$ cat src/design/assert_macros.svh
// assertion macros shared by the odometry block
// expects clk and rst_n in the scope of each use
`ifndef ASSERT_MACROS_SVH
`define ASSERT_MACROS_SVH

// property must hold at every clock edge out of reset
`define ASSERT_ALWAYS(label, expr, msg) \
  label: assert property (@(posedge clk) disable iff (!rst_n) (expr)) else $error(msg);

// consequent must hold in the cycle after the antecedent
`define ASSERT_NEXT(label, ante, cons, msg) \
  label: assert property (@(posedge clk) disable iff (!rst_n) (ante) |=> (cons)) else $error(msg);

`endif

$ cat src/design/ddo_pkg.sv
// shared types, constants and tables of the odometry block
// no dependencies
package ddo_pkg;

  localparam int IN_W  = 152;
  localparam int OUT_W = 144;
  localparam int CFG_W = 18;

  // register indexes
  localparam logic REG_RADIUS = 1'b0;
  localparam logic REG_INV    = 1'b1;

  localparam logic [15:0] RADIUS_RST = 16'd11469;
  localparam logic [17:0] INV_RST    = 18'd81920;

  // cordic
  localparam int CORDIC_STEPS = 16;
  localparam int ATAN_ENTRIES = 24;
  localparam int CORDIC_N = (CORDIC_STEPS < ATAN_ENTRIES) ? CORDIC_STEPS : ATAN_ENTRIES;
  localparam logic signed [33:0] ANG_PI      = 34'sd1686629713;
  localparam logic signed [33:0] ANG_HALF_PI = 34'sd843314857;
  localparam logic signed [37:0] CORDIC_GAIN = 38'sd652032875;
  localparam logic signed [33:0] ONE_Q28     = 34'sd268435456;
  localparam logic signed [18:0] HEAD_LIMIT  = 19'sd25736;

  // velocity scaling and divider
  localparam logic signed [35:0] VEL_SCALE = 36'sd1000000;
  localparam int DIV_BITS = 56;

  // datapath operations
  typedef logic [4:0] op_t;
  localparam op_t OP_NONE     = 5'd0;
  localparam op_t OP_LOAD     = 5'd1;
  localparam op_t OP_MUL_L    = 5'd2;
  localparam op_t OP_MUL_R    = 5'd3;
  localparam op_t OP_FWD      = 5'd4;
  localparam op_t OP_MUL_T    = 5'd5;
  localparam op_t OP_Q0       = 5'd6;
  localparam op_t OP_Q1       = 5'd7;
  localparam op_t OP_Q2       = 5'd8;
  localparam op_t OP_Q3       = 5'd9;
  localparam op_t OP_VEC_GO   = 5'd10;
  localparam op_t OP_VEC_END  = 5'd11;
  localparam op_t OP_ROT_GO   = 5'd12;
  localparam op_t OP_ROT_END  = 5'd13;
  localparam op_t OP_MX       = 5'd14;
  localparam op_t OP_MY       = 5'd15;
  localparam op_t OP_ACC      = 5'd16;
  localparam op_t OP_MLIN     = 5'd17;
  localparam op_t OP_DLIN_GO  = 5'd18;
  localparam op_t OP_DLIN_END = 5'd19;
  localparam op_t OP_MROT     = 5'd20;
  localparam op_t OP_DROT_GO  = 5'd21;
  localparam op_t OP_DROT_END = 5'd22;
  localparam op_t OP_OUT      = 5'd23;

  typedef struct packed {
    op_t op;
  } cmd_t;

  typedef struct packed {
    logic primed;
    logic cordic_busy;
    logic div_busy;
    logic time_zero;
  } sts_t;

  // arctangent of 2^-i, Q3.29
  function automatic logic signed [33:0] atan_q29(input logic [4:0] idx);
    logic signed [33:0] v;
    unique case (idx)
      5'd0:  v = 34'sd421657428;
      5'd1:  v = 34'sd248918915;
      5'd2:  v = 34'sd131521918;
      5'd3:  v = 34'sd66762579;
      5'd4:  v = 34'sd33510843;
      5'd5:  v = 34'sd16771758;
      5'd6:  v = 34'sd8387925;
      5'd7:  v = 34'sd4194219;
      5'd8:  v = 34'sd2097141;
      5'd9:  v = 34'sd1048575;
      5'd10: v = 34'sd524288;
      5'd11: v = 34'sd262144;
      5'd12: v = 34'sd131072;
      5'd13: v = 34'sd65536;
      5'd14: v = 34'sd32768;
      5'd15: v = 34'sd16384;
      5'd16: v = 34'sd8192;
      5'd17: v = 34'sd4096;
      5'd18: v = 34'sd2048;
      5'd19: v = 34'sd1024;
      5'd20: v = 34'sd512;
      5'd21: v = 34'sd256;
      5'd22: v = 34'sd128;
      5'd23: v = 34'sd64;
      default: v = 34'sd0;
    endcase
    return v;
  endfunction

  // clamp a wide sum to 32 bits
  function automatic logic [31:0] sat32(input logic signed [34:0] v);
    logic [31:0] r;
    if (v > 35'sd2147483647) r = 32'h7fff_ffff;
    else if (v < -35'sd2147483648) r = 32'h8000_0000;
    else r = v[31:0];
    return r;
  endfunction

  // apply sign to a quotient magnitude and clamp to 32 bits
  function automatic logic [31:0] vel_sat(input logic neg, input logic [55:0] q);
    logic [31:0] r;
    if (!neg) r = (q > 56'd2147483647) ? 32'h7fff_ffff : q[31:0];
    else r = (q > 56'd2147483648) ? 32'h8000_0000 : (32'd0 - q[31:0]);
    return r;
  endfunction

endpackage

$ cat src/design/ddo_ctrl.sv
// sequencer: walks one item through the datapath, owns the handshakes
// depends on ddo_pkg
module ddo_ctrl (
  input  logic          clk,
  input  logic          rst_n,
  input  logic          in_tvalid,
  output logic          in_tready,
  output logic          out_tvalid,
  input  logic          out_tready,
  input  ddo_pkg::sts_t sts_i,
  output ddo_pkg::cmd_t cmd_o
);
  import ddo_pkg::*;

  localparam logic [4:0] ST_IDLE      = 5'd0;
  localparam logic [4:0] ST_MUL_L     = 5'd1;
  localparam logic [4:0] ST_MUL_R     = 5'd2;
  localparam logic [4:0] ST_FWD       = 5'd3;
  localparam logic [4:0] ST_MUL_T     = 5'd4;
  localparam logic [4:0] ST_Q0        = 5'd5;
  localparam logic [4:0] ST_Q1        = 5'd6;
  localparam logic [4:0] ST_Q2        = 5'd7;
  localparam logic [4:0] ST_Q3        = 5'd8;
  localparam logic [4:0] ST_VEC_GO    = 5'd9;
  localparam logic [4:0] ST_VEC_WAIT  = 5'd10;
  localparam logic [4:0] ST_VEC_END   = 5'd11;
  localparam logic [4:0] ST_ROT_GO    = 5'd12;
  localparam logic [4:0] ST_ROT_WAIT  = 5'd13;
  localparam logic [4:0] ST_ROT_END   = 5'd14;
  localparam logic [4:0] ST_MX        = 5'd15;
  localparam logic [4:0] ST_MY        = 5'd16;
  localparam logic [4:0] ST_ACC       = 5'd17;
  localparam logic [4:0] ST_MLIN      = 5'd18;
  localparam logic [4:0] ST_DLIN_GO   = 5'd19;
  localparam logic [4:0] ST_DLIN_WAIT = 5'd20;
  localparam logic [4:0] ST_DLIN_END  = 5'd21;
  localparam logic [4:0] ST_MROT      = 5'd22;
  localparam logic [4:0] ST_DROT_GO   = 5'd23;
  localparam logic [4:0] ST_DROT_WAIT = 5'd24;
  localparam logic [4:0] ST_DROT_END  = 5'd25;
  localparam logic [4:0] ST_OUT       = 5'd26;

  logic [4:0] state_r, state_nxt;
  logic       out_valid_r, out_valid_nxt;
  logic       out_free;

  assign out_free = !out_valid_r || out_tready;

  // next state and command
  always_comb begin
    state_nxt = state_r;
    cmd_o.op  = OP_NONE;
    unique case (state_r)
      ST_IDLE: begin
        if (in_tvalid) begin
          cmd_o.op = OP_LOAD;
          if (sts_i.primed) state_nxt = ST_MUL_L;
        end
      end
      ST_MUL_L: begin cmd_o.op = OP_MUL_L; state_nxt = ST_MUL_R; end
      ST_MUL_R: begin cmd_o.op = OP_MUL_R; state_nxt = ST_FWD; end
      ST_FWD:   begin cmd_o.op = OP_FWD;   state_nxt = ST_MUL_T; end
      ST_MUL_T: begin cmd_o.op = OP_MUL_T; state_nxt = ST_Q0; end
      ST_Q0:    begin cmd_o.op = OP_Q0;    state_nxt = ST_Q1; end
      ST_Q1:    begin cmd_o.op = OP_Q1;    state_nxt = ST_Q2; end
      ST_Q2:    begin cmd_o.op = OP_Q2;    state_nxt = ST_Q3; end
      ST_Q3:    begin cmd_o.op = OP_Q3;    state_nxt = ST_VEC_GO; end
      ST_VEC_GO: begin cmd_o.op = OP_VEC_GO; state_nxt = ST_VEC_WAIT; end
      ST_VEC_WAIT: begin
        if (!sts_i.cordic_busy) state_nxt = ST_VEC_END;
      end
      ST_VEC_END: begin cmd_o.op = OP_VEC_END; state_nxt = ST_ROT_GO; end
      ST_ROT_GO:  begin cmd_o.op = OP_ROT_GO;  state_nxt = ST_ROT_WAIT; end
      ST_ROT_WAIT: begin
        if (!sts_i.cordic_busy) state_nxt = ST_ROT_END;
      end
      ST_ROT_END: begin cmd_o.op = OP_ROT_END; state_nxt = ST_MX; end
      ST_MX:      begin cmd_o.op = OP_MX;      state_nxt = ST_MY; end
      ST_MY:      begin cmd_o.op = OP_MY;      state_nxt = ST_ACC; end
      ST_ACC: begin
        cmd_o.op  = OP_ACC;
        state_nxt = sts_i.time_zero ? ST_OUT : ST_MLIN;
      end
      ST_MLIN:    begin cmd_o.op = OP_MLIN;    state_nxt = ST_DLIN_GO; end
      ST_DLIN_GO: begin cmd_o.op = OP_DLIN_GO; state_nxt = ST_DLIN_WAIT; end
      ST_DLIN_WAIT: begin
        if (!sts_i.div_busy) state_nxt = ST_DLIN_END;
      end
      ST_DLIN_END: begin cmd_o.op = OP_DLIN_END; state_nxt = ST_MROT; end
      ST_MROT:     begin cmd_o.op = OP_MROT;     state_nxt = ST_DROT_GO; end
      ST_DROT_GO:  begin cmd_o.op = OP_DROT_GO;  state_nxt = ST_DROT_WAIT; end
      ST_DROT_WAIT: begin
        if (!sts_i.div_busy) state_nxt = ST_DROT_END;
      end
      ST_DROT_END: begin cmd_o.op = OP_DROT_END; state_nxt = ST_OUT; end
      ST_OUT: begin
        if (out_free) begin
          cmd_o.op  = OP_OUT;
          state_nxt = ST_IDLE;
        end
      end
      default: state_nxt = ST_IDLE;
    endcase
  end

  // output register valid
  always_comb begin
    priority if (state_r == ST_OUT && out_free) out_valid_nxt = 1'b1;
    else if (out_tready) out_valid_nxt = 1'b0;
    else out_valid_nxt = out_valid_r;
  end

  always_ff @(posedge clk) begin
    if (!rst_n) begin
      state_r     <= ST_IDLE;
      out_valid_r <= 1'b0;
    end else begin
      state_r     <= state_nxt;
      out_valid_r <= out_valid_nxt;
    end
  end

  assign in_tready  = (state_r == ST_IDLE);
  assign out_tvalid = out_valid_r;

endmodule

$ cat config.mk
export PLATFORM = sky130hd
export DESIGN_NAME = ddo_ctrl
export DESIGN_NICKNAME = d
export VERILOG_FILES = /design/src/design/assert_macros.svh /design/src/design/ddo_pkg.sv /design/src/design/ddo_ctrl.sv
export SDC_FILE = /design/constraint.sdc
export NUM_CORES = 1
export LEC_CHECK = 0
export BUFFER_PORTS_ARGS = -buffer_cell sky130_fd_sc_hd__buf_2
export CAP_MARGIN = 20
export CORE_UTILIZATION = 53
export CTS_CLUSTER_SIZE = 20
export DETAILED_ROUTE_END_ITERATION = 10
export HOLD_SLACK_MARGIN = 0.02
export PLACE_DENSITY = 0.77
export SYNTH_ARGS = -nofsm -noshare
export SYNTH_HDL_FRONTEND = slang
export SYNTH_SLANG_ARGS = --single-unit
$ cat constraint.sdc
create_clock -name clk -period 1.8 [get_ports clk]
set_input_delay 0.18 -clock clk [delete_from_list [all_inputs] [get_ports clk]]
set_output_delay 0.18 -clock clk [all_outputs]
set_load 0.05 [all_outputs]
==> impl_metrics.csv, run 1 <==
group,metric,value,unit
sta,finalClockSkew,0.00397,ns
cts,path_clk_slew,0.05,ns
synthesis,ys_ff_latch,6,
setup_path,path_cells,"and2b_2 > or3_1 > a31oi_1 > o32a_2 > buf_8",
detailed_routing,wirelength,2000,um
global_route,grt_remaining_overflow,0,
setup_path,end_kind,"output port",
detailed_routing,first_pass_iters,4,
placed_design,globalplace.congestion,0.848,
setup_path,cpLargestDelayFamily,"simple AND/OR/NAND/NOR gates",
finish,n_antenna_cell,0,
floorplanning,initial_utilization,57.2,%
setup_path,cp-start-kind,"register",
finish,fill_cells,114,
synthesis,avgSynthCellArea,7.16,um^2
finish,final_nets,130,
finish,drive_gt1_share,40.0,%
floorplanning,dieArea,0.00156,mm^2
sta,setup_viol,0,
cts,clkSinkCount,6,
detailed_routing,drc,0,
sta,hold_violations,0,
floorplanning,rows,13,
global_route,grt_start_max_net_pins,18,
placed_design,io_buffers,14,
sta,timing.final.crit_share,98.6,%
detailed_routing,first_iter_violations,34,
finish,finalNonFillerCells,135,
sta,timing.hold.ws,0.213,ns
run,max_cap_violations,0,
setup_path,critPathRequiredTime,1.62,ns
synthesis,synth_async_sr_flop_share,0,%
synthesis,synth.cell_area,744,um^2
floorplanning,die_w,39.5,um
cts,clkLatencyLatePin,0.25,ns
global_route,first_global_vias,692,
cts,htree_levels,1,
setup_path,criticalPathCategory,"register to output port",
sta,rsz0062_at_grt,"yes",
sta,post-route-min-period,1.78,ns
placed_design,dp_hpwl,1440,um
cts,cts_buffers,3,
sta,relSlewSlack,71.6,%
setup_path,crit_fanout,4,
detailed_routing,vias,859,
synthesis,synthDistinctLibCells,43,
hold_path,hp-class,"input pin to register",
placed_design,place_ws,0.0840,ns
synthesis,ys_warn_count,0,
global_route,track_usage,29.0,%
sta,maxSlewViolCount,0,
synthesis,netlist_instances,104,
setup_path,critical_path.max_stage_delay,0.34,ns
detailed_routing,vias_per_cell,6.36,
pwr,powerDensity,1220,mW/mm^2
cts,cts_buffer_depth,2,
synthesis,synth_seq_area_share,16.1,%
floorplanning,die_y,39.5,um
finish,syn_to_final_growth,28.1,%
synthesis,synthesis.nets,112,
setup_path,crit_arrival,1.60,ns
floorplanning,ios,15,
setup_path,slowest_stage,"dfxtp_4",
global_route,grt_pass1_wl,3060,um
cts,root_buffer,"clkbuf_4",
pwr,peakVddDrop,0.000715,V
placed_design,place_inst,131,
setup_path,crit_buf_inv,1,
sta,worst_slew_pin_slew,0.425,ns
sta,fin_ws,0.0248,ns
synthesis,synth_edf_count,0,
sta,max_freq,563,MHz
detailed_routing,wire_per_inst,14.8,um
pwr,power.leakage,0.388,nW
synthesis,synth-main-ff-cell,"dfxtp_1",
detailed_routing,ant_nets,0,
floorplanning,core_area,0.00130,mm^2
cts,cts_tree,"built",
outcome,status,"finished clean",
global_route,grt_antenna_before_repair,0,
==> placed cells by master (no fill, tap or decap), types with 4 or more instances in the layout <==
cell type  count
nand2_1       12
buf_4          9
nor3_1         4
nand2b_1       5
a21oi_1        6
buf_2         10
nor2_1         6
o21ai_0        7
==> repair_timing <==
action,4_1_cts,5_1_grt
pin swaps,1,0
buffers inserted,0,1
setup endpoints to repair,5,5
hold buffers,0,0
gates resized for setup,11,11
==> cell families after synthesis <==
group                  after synthesis  share of synthesized area [%]
multiplexers                         1                           1.34
AO/OA/AOI/OAI                       36                           34.8
buffers and inverters               13                           8.24
flip-flops                           6                           16.1
AND/OR/NAND/NOR                     46                           37.1
XOR/XNOR                             2                           2.35
==> stage by stage <==
stage                     total power [mW]  TNS (ns)  utilization (%)  cell area, um^2
after CTS                             1.14         0             70.1              912
after detailed placement             0.970         0             66.3              863
final                                 1.16         0             73.3              953
after global routing                  1.23   -0.0774             73.3              953
after floorplan                      0.831   -0.0226                -              764
after global placement               0.961         0             66.3              863
==> sequential cells by signal (all words and copies together) (netlist names) <==
name	count
state_r	5
out_tvalid	1
==> synth_stat cells, types with 2 or more instances <==
library cell,instances,area (um^2)
o22ai_1,2,12.5
nor2_1,6,22.5
o221ai_1,2,17.5
clkbuf_1,2,7.51
nand2b_4,2,27.5
nor3_1,4,20.0
buf_2,7,35.0
and2_1,2,12.5
or3_1,3,18.8
nand2b_1,6,37.5
o31ai_1,2,15.0
a21oi_1,6,30.0
xor2_1,2,17.5
o21ai_0,8,40.0
nand2_1,12,45.0
nor2b_1,3,18.8
dfxtp_1,6,120
inv_1,2,7.51
a32o_1,2,20.0
a22oi_1,2,15.0
==> worst register-to-register path, stage by stage (launching register included) <==
cell     delay, ns
dfxtp_1       0.57
nor2b_1       0.17
o21ai_1       0.30
nand4_2       0.21
o31ai_1       0.27
==> power by group <==
group / internal (mW) / switching, mW
registers: 0.160 / 0.0730
logic: 0.334 / 0.467
clock network: 0.0755 / 0.0501
==> worst paths after layout <==
| path | depth (start not counted) | start | slack (ns) | end |
|---|---|---|---|---|
| hold reg to reg | 2 | state_r[1] | 0.54 | state_r[1] |
| hold / removal | 3 | rst_n | 0.21 | state_r[4] |
| setup reg to reg | 4 | state_r[2] | 0.18 | state_r[3] |
| setup / recovery | 5 | out_tvalid | 0.02 | cmd_o[2] |
==> area by class of cell <==
type	count	area, um^2	area share, %
Inverter	3	11.3	1.18
Multi-Input combinational cell	85	601	63.0
Clock buffer	3	22.5	2.36
Tap cell	15	18.8	1.97
Timing Repair Buffer	23	166	17.5
Sequential cell	6	134	14.0
==> metal layers <==
layer	track usage, %	share of wire, %
met1	37.5	46
met2	49.6	50
met3	6.82	3.7
met4	2.59	0
met5	0	0
No activity file was read; power rests on OpenSTA's default activity.
==> run 2, diff against run 1 <==
--- a/config.mk
+++ b/config.mk
@@ -7,4 +7,6 @@
 export LEC_CHECK = 0
+export ABC_AREA = 1
 export BUFFER_PORTS_ARGS = -buffer_cell sky130_fd_sc_hd__buf_2
 export CAP_MARGIN = 20
+export CORE_MARGIN = 1.5
 export CORE_UTILIZATION = 53
--- a/constraint.sdc
+++ b/constraint.sdc
@@ -3,2 +3,2 @@
 set_output_delay 0.18 -clock clk [all_outputs]
-set_load 0.05 [all_outputs]
+set_load 0.02 [all_outputs]
==> run 2 against run 1 <==
Net effect:
- utilization shrank 1.1 points
- first-iteration DRC count grew 82%
- global-route usage grew 1.1 points
- non-clock buffer count shrank 4
- area after synthesis grew 4.5%
- via count grew 25%
- wire length grew 20%
- power shrank 1.5%
- critical endpoint is now cmd_o[4]
- largest power group unchanged
- synthesized cell count grew 42%
==> impl_metrics.csv, run 2 <==
group,metric,value,unit
cts,path_clk_slew,0.05,ns
pwr,swShare,55.3,%
synthesis,synth_seq_area_share,15.4,%
setup_path,slowest_stage,"dfxtp_4",
pwr,switchingPower,0.632,mW
sta,finalClockSkew,0.00640,ns
hold_path,hp-class,"input pin to register",
sta,maxSlewViolCount,0,
finish,most-common-layout-cells,"47 x nand2_1, 20 x nor2_1, 17 x nand3_1",
floorplanning,die_w,41.3,um
sta,timing.final.crit_share,95.8,%
synthesis,ys_warn_count,0,
cts,cts_hold_buf,0,
pwr,clock_power_share,10.9,%
setup_path,worstReg2RegEnd,"state_r[4]",
synthesis,synth.cell_area,778,um^2
placed_design,dp_hpwl,1850,um
sta,hold_violations,0,
synthesis,avgSynthCellArea,5.26,um^2
synthesis,yosysTopAreaCell,"nand2_1",
pwr,power.leakage,0.523,nW
setup_path,crit_fanout,9,
synthesis,synth_top_area_share,22.7,%
cts,cts_tree,"built",
detailed_routing,drc,0,
outcome,status,"finished clean",
synthesis,netlist_instances,148,
sta,post-route-min-period,1.72,ns
cts,htree_levels,1,
cts,cts_buffers,3,
placed_design,place_area,871,um^2
synthesis,synth_edf_count,0,
detailed_routing,vias,1076,
setup_path,cp-start-kind,"register",
cts,cts_buffer_depth,2,
sta,setup_viol,0,
floorplanning,die_y,41.3,um
synthesis,synthTopCellsByCount,"47 x nand2_1, 24 x nor2_1, 17 x nand3_1, 13 x inv_1, 9 x a21oi_1",
sta,tns,0,ns
finish,final_nets,178,
finish,fin_area,962,um^2
pwr,powerDensity,1190,mW/mm^2
setup_path,crit_arrival,1.54,ns
pwr,total_power,1.14,mW
floorplanning,dieArea,0.00171,mm^2
detailed_routing,ant_nets,0,
finish,final_core_util,72.1,%
cts,clkLatencyLatePin,0.24,ns
synthesis,ys_ff_latch,6,
synthesis,synth-main-ff-cell,"dfxtp_1",
cts,root_buffer,"clkbuf_4",
global_route,grt_pass1_wl,3330,um
setup_path,criticalPathCategory,"register to output port",
synthesis,synth_most_common_cell,"nand2_1",
global_route,grt_start_max_net_pins,12,
sta,worst_slew_pin_slew,0.317,ns
floorplanning,core_area,0.00133,mm^2
synthesis,synthDistinctLibCells,22,
setup_path,crit_buf_inv,2,
setup_path,critical_path.max_stage_delay,0.38,ns
setup_path,cpLargestDelayFamily,"simple AND/OR/NAND/NOR gates",
setup_path,critPathRequiredTime,1.62,ns
cts,clkSinkCount,6,
sta,relSlewSlack,78.8,%
global_route,grt_remaining_overflow,0,
pwr,combPwrFrac,69.0,%
floorplanning,initial_utilization,58.3,%
finish,syn_to_final_growth,23.6,%
finish,drive_gt1_share,30.4,%
detailed_routing,vias_per_cell,5.88,
floorplanning,ios,15,
setup_path,crit_end,"cmd_o[4]",
global_route,first_global_vias,813,
finish,largest_reg_flops,5,
run,max_cap_violations,0,
sta,max_freq,580,MHz
setup_path,end_kind,"output port",
detailed_routing,first_iter_violations,62,
synthesis,synthesis.nets,156,
synthesis,synth_async_sr_flop_share,0,%
setup_path,rrSetupSlack,0.35,ns
global_route,track_usage,30.1,%
setup_path,cp.depth,6,
placed_design,io_buffers,14,
detailed_routing,wirelength,2400,um
floorplanning,rows,13,
detailed_routing,first_pass_iters,5,
pwr,p_int,0.511,mW
synthesis,synth_area_leaders,"nand2_1 23%, dfxtp_1 15%, nor2_1 12%, nand3_1 11%, inv_1 6.3%",
setup_path,ff2ff_path_depth,10,
placed_design,globalplace.congestion,1.07,
setup_path,r2r_start,"state_r[3]",
finish,regMostFlops,"state_r",
setup_path,critPathLaunch,"state_r[2]",
setup_path,path_cells,"nor2_4 > nand2_1 > o21ai_2 > inv_1 > nand4_1 > buf_2",
pwr,peakVddDrop,0.000643,V
pwr,power.share.sequential,20.1,%
global_route,grt_antenna_before_repair,0,
detailed_routing,wire_per_inst,13.1,um
finish,n_antenna_cell,0,
finish,layout_commonest_cell,"nand2_1",
-- run 2: final cells by class --
cell class,instances,area (um^2)
Clock buffer,3,22.5
Sequential cell,6,134
Timing Repair Buffer,19,111
Fill cell,125,372
Tap cell,15,18.8
Inverter,16,60.1
Multi-Input combinational cell,124,616
-- run 2: how the worst min path moves through the flow --
stage	slack [ns]	startpoint	to	cells after the start
floorplan	0.31	rst_n	state_r[4]	2
global placement	0.43	rst_n	state_r[4]	3
detailed placement	0.44	rst_n	state_r[4]	3
CTS	0.19	rst_n	state_r[4]	3
global route	0.18	rst_n	state_r[4]	3
finish	0.19	rst_n	state_r[4]	3
-- run 2: cells by family (layout without fill, tap and decap cells) --
kind of cell | after synthesis | count (layout) | share of synthesized area [%]
DFF | 6 | 6 | 15.4
and+or+nand+nor | 109 | 109 | 64.8
AOI/OAI and AO/OA | 15 | 15 | 10.6
buffers and inverters | 18 | 38 | 9.16
-- run 2: repair_timing --
item	4_1_cts	5_1_grt
gates cloned	0	0
buffers inserted	0	3
resized for setup	4	17
endpoints found under the setup margin	5	5
pin swaps	0	2
-- run 2: metrics by stage --
stage	hold WS, ns	setup slack (ns)	instances
after floorplan	0.306	0.383	148
after global placement	0.427	0.112	177
after detailed placement	0.439	0.135	177
after CTS	0.190	0.00417	180
after global routing	0.185	-0.0124	183
final	0.185	0.0762	183
-- run 2: metal layers --
layer / track usage (%) / wire length (um) / vias to the layer above
li1: - / - / 530
met1: 36.3 / 961 / 466
met2: 51.6 / 1130 / 72
met3: 9.57 / 219 / 8
met4: 7.26 / 83 / 0
met5: 0 / 0 / -
-- run 2: power by group through the flow --
stage	combinational (mW)	sequential, mW	clock (mW)
2_1_floorplan	0.546	0.191	0
3_3_place_gp	0.740	0.208	0
3_5_place_dp	0.737	0.208	0
4_1_cts	0.744	0.208	0.130
5_1_grt	0.858	0.234	0.139
6_report	0.789	0.230	0.124
-- run 2: worst min-delay path, delay by kind of cell --
kind,cells,cell delay (ns)
simple gates,2,0.10
buf+inv,1,0.10
==> run 3, diff against run 2 <==
BUFFER_PORTS_ARGS = unset   (was -buffer_cell sky130_fd_sc_hd__buf_2)
CORE_UTILIZATION = 55   (was 53)
DONT_BUFFER_PORTS = 1   (was unset)
PLACE_DENSITY = 0.7   (was 0.77)
==> run 3 against run 2 <==
Net effect:
- final area down 5.3%
- combinational power fell by 5.4%
- clock-buffer cell count did not move
- critical path type unchanged
==> impl_metrics.csv, run 3 (synthesis gave the netlist of run 2 again) <==
group,metric,value,unit
sta,hold_violations,0,
floorplanning,dieArea,0.00165,mm^2
detailed_routing,wirelength,2460,um
finish,most-common-layout-cells,"46 x nand2_1, 18 x nor2_1, 16 x nand3_1",
cts,cts_tree,"built",
cts,path_clk_slew,0.05,ns
global_route,grt_use_met3,9.78,%
setup_path,critPathRequiredTime,1.62,ns
finish,regMostFlops,"state_r",
finish,syn_to_final_growth,17.0,%
global_route,use_met2,46.8,%
setup_path,end_kind,"output port",
setup_path,crit_fanout,7,
detailed_routing,drc,0,
setup_path,path_cells,"inv_1 > nor2_4 > nand4_1 > nand2_1 > nor2_2 > nand4_1",
finish,fin_area,911,um^2
floorplanning,core_area,0.00132,mm^2
sta,fin_ws,0.0362,ns
setup_path,crit_path_frequent_cell,"nand4_1",
setup_path,criticalPathCategory,"register to output port",
sta,tns,0,ns
pwr,powerDensity,1210,mW/mm^2
placed_design,io_buffers,0,
placed_design,globalplace.congestion,0.980,
placed_design,place_area,801,um^2
sta,maxSlewViolCount,0,
sta,max_freq,567,MHz
setup_path,r2r_start,"state_r[3]",
finish,final_core_util,69.1,%
cts,htree_levels,1,
pwr,peakVddDrop,0.000763,V
detailed_routing,ant_nets,0,
pwr,power.leakage,0.476,nW
cts,cts_buffer_depth,2,
finish,finalNonFillerCells,170,
finish,final_nets,165,
cts,cts_buffers,3,
sta,relSlewSlack,80.3,%
sta,post-route-min-period,1.76,ns
placed_design,place_inst,163,
outcome,status,"finished clean",
detailed_routing,first_pass_iters,4,
placed_design,place_ws,0.141,ns
pwr,total_power,1.10,mW
floorplanning,die_w,40.6,um
global_route,grt_pass1_wl,3270,um
cts,clkLatencyLatePin,0.25,ns
floorplanning,ios,15,
sta,finalClockSkew,0.00447,ns
cts,clkSinkCount,6,
setup_path,worstReg2RegEnd,"state_r[0]",
sta,setup_viol,0,
detailed_routing,first_iter_violations,39,
global_route,grt_remaining_overflow,0,
cts,root_buffer,"clkbuf_4",
global_route,track_usage,30.7,%
detailed_routing,vias,1003,
setup_path,critical_path.max_stage_delay,0.39,ns
finish,n_antenna_cell,0,
detailed_routing,wire_per_inst,14.5,um
floorplanning,die_y,40.6,um
cts,cts_hold_buf,0,
hold_path,hp-class,"input pin to register",
finish,drive_gt1_share,27.1,%
global_route,grt_start_max_net_pins,11,
sta,timing.final.crit_share,98.0,%
setup_path,crit_arrival,1.58,ns
setup_path,slowest_stage,"dfxtp_2",
floorplanning,initial_utilization,59.1,%
run,max_cap_violations,0,
floorplanning,rows,13,
hold_path,worstHoldStart,"rst_n",
sta,worst_slew_pin_slew,0.294,ns
hold_path,min_path_cells,2,
global_route,grtUsageMet1,40.9,%
global_route,grt_antenna_before_repair,0,
placed_design,dp_hpwl,1860,um
hold_path,hold_end,"state_r[4]",
setup_path,ff2ff_path_depth,10,
setup_path,cp-start-kind,"register",
finish,layout_commonest_cell,"nand2_1",
global_route,first_global_vias,764,
setup_path,rrSetupSlack,0.27,ns
detailed_routing,vias_per_cell,5.90,
sta,timing.hold.ws,0.0472,ns
finish,largest_reg_flops,5,
global_route,grt.busiest_layer,"met2",
-- run 3: worst max path at each step --
stage	from	to	slack, ns	cells after the start
after detailed placement	state_r[0]	cmd_o[0]	0.14	7
after global placement	state_r[0]	cmd_o[0]	0.14	7
after CTS	state_r[0]	cmd_o[3]	0.0008	6
after global routing	state_r[3]	cmd_o[4]	-0.03	7
after floorplan	state_r[0]	cmd_o[0]	0.38	7
final	state_r[3]	cmd_o[4]	0.04	6
-- run 3: power breakdown --
part | total, mW | switching [mW] | internal [mW]
Clock | 0.129 | 0.0534 | 0.0757
Combinational | 0.746 | 0.524 | 0.222
Sequential | 0.230 | 0.0605 | 0.170
-- run 3: per-layer routing --
layer | share of wire [%] | vias up
met5 | 0 | -
met4 | 1.1 | 0
met3 | 8.1 | 4
met1 | 43 | 443
met2 | 48 | 57
li1 | - | 499
-- run 3: what timing repair did --
action	4_1_cts	5_1_grt
pin swaps	2	4
setup endpoints to repair	5	5
buffers inserted	0	4
resized for setup	5	18
-- run 3: critical path, delay by kind of cell (launching register included) --
kind | cells | cell delay, ns
and+or+nand+nor | 5 | 0.80
DFF | 1 | 0.39
buffers and inverters | 1 | 0.13
-- run 3: layout make-up --
class / instances / area (um^2)
multi-input combinational: 124 / 632
inverter: 16 / 60.1
fill: 138 / 407
timing repair buffer: 6 / 48.8
tap: 15 / 18.8
clock buffer: 3 / 22.5
sequential: 6 / 129
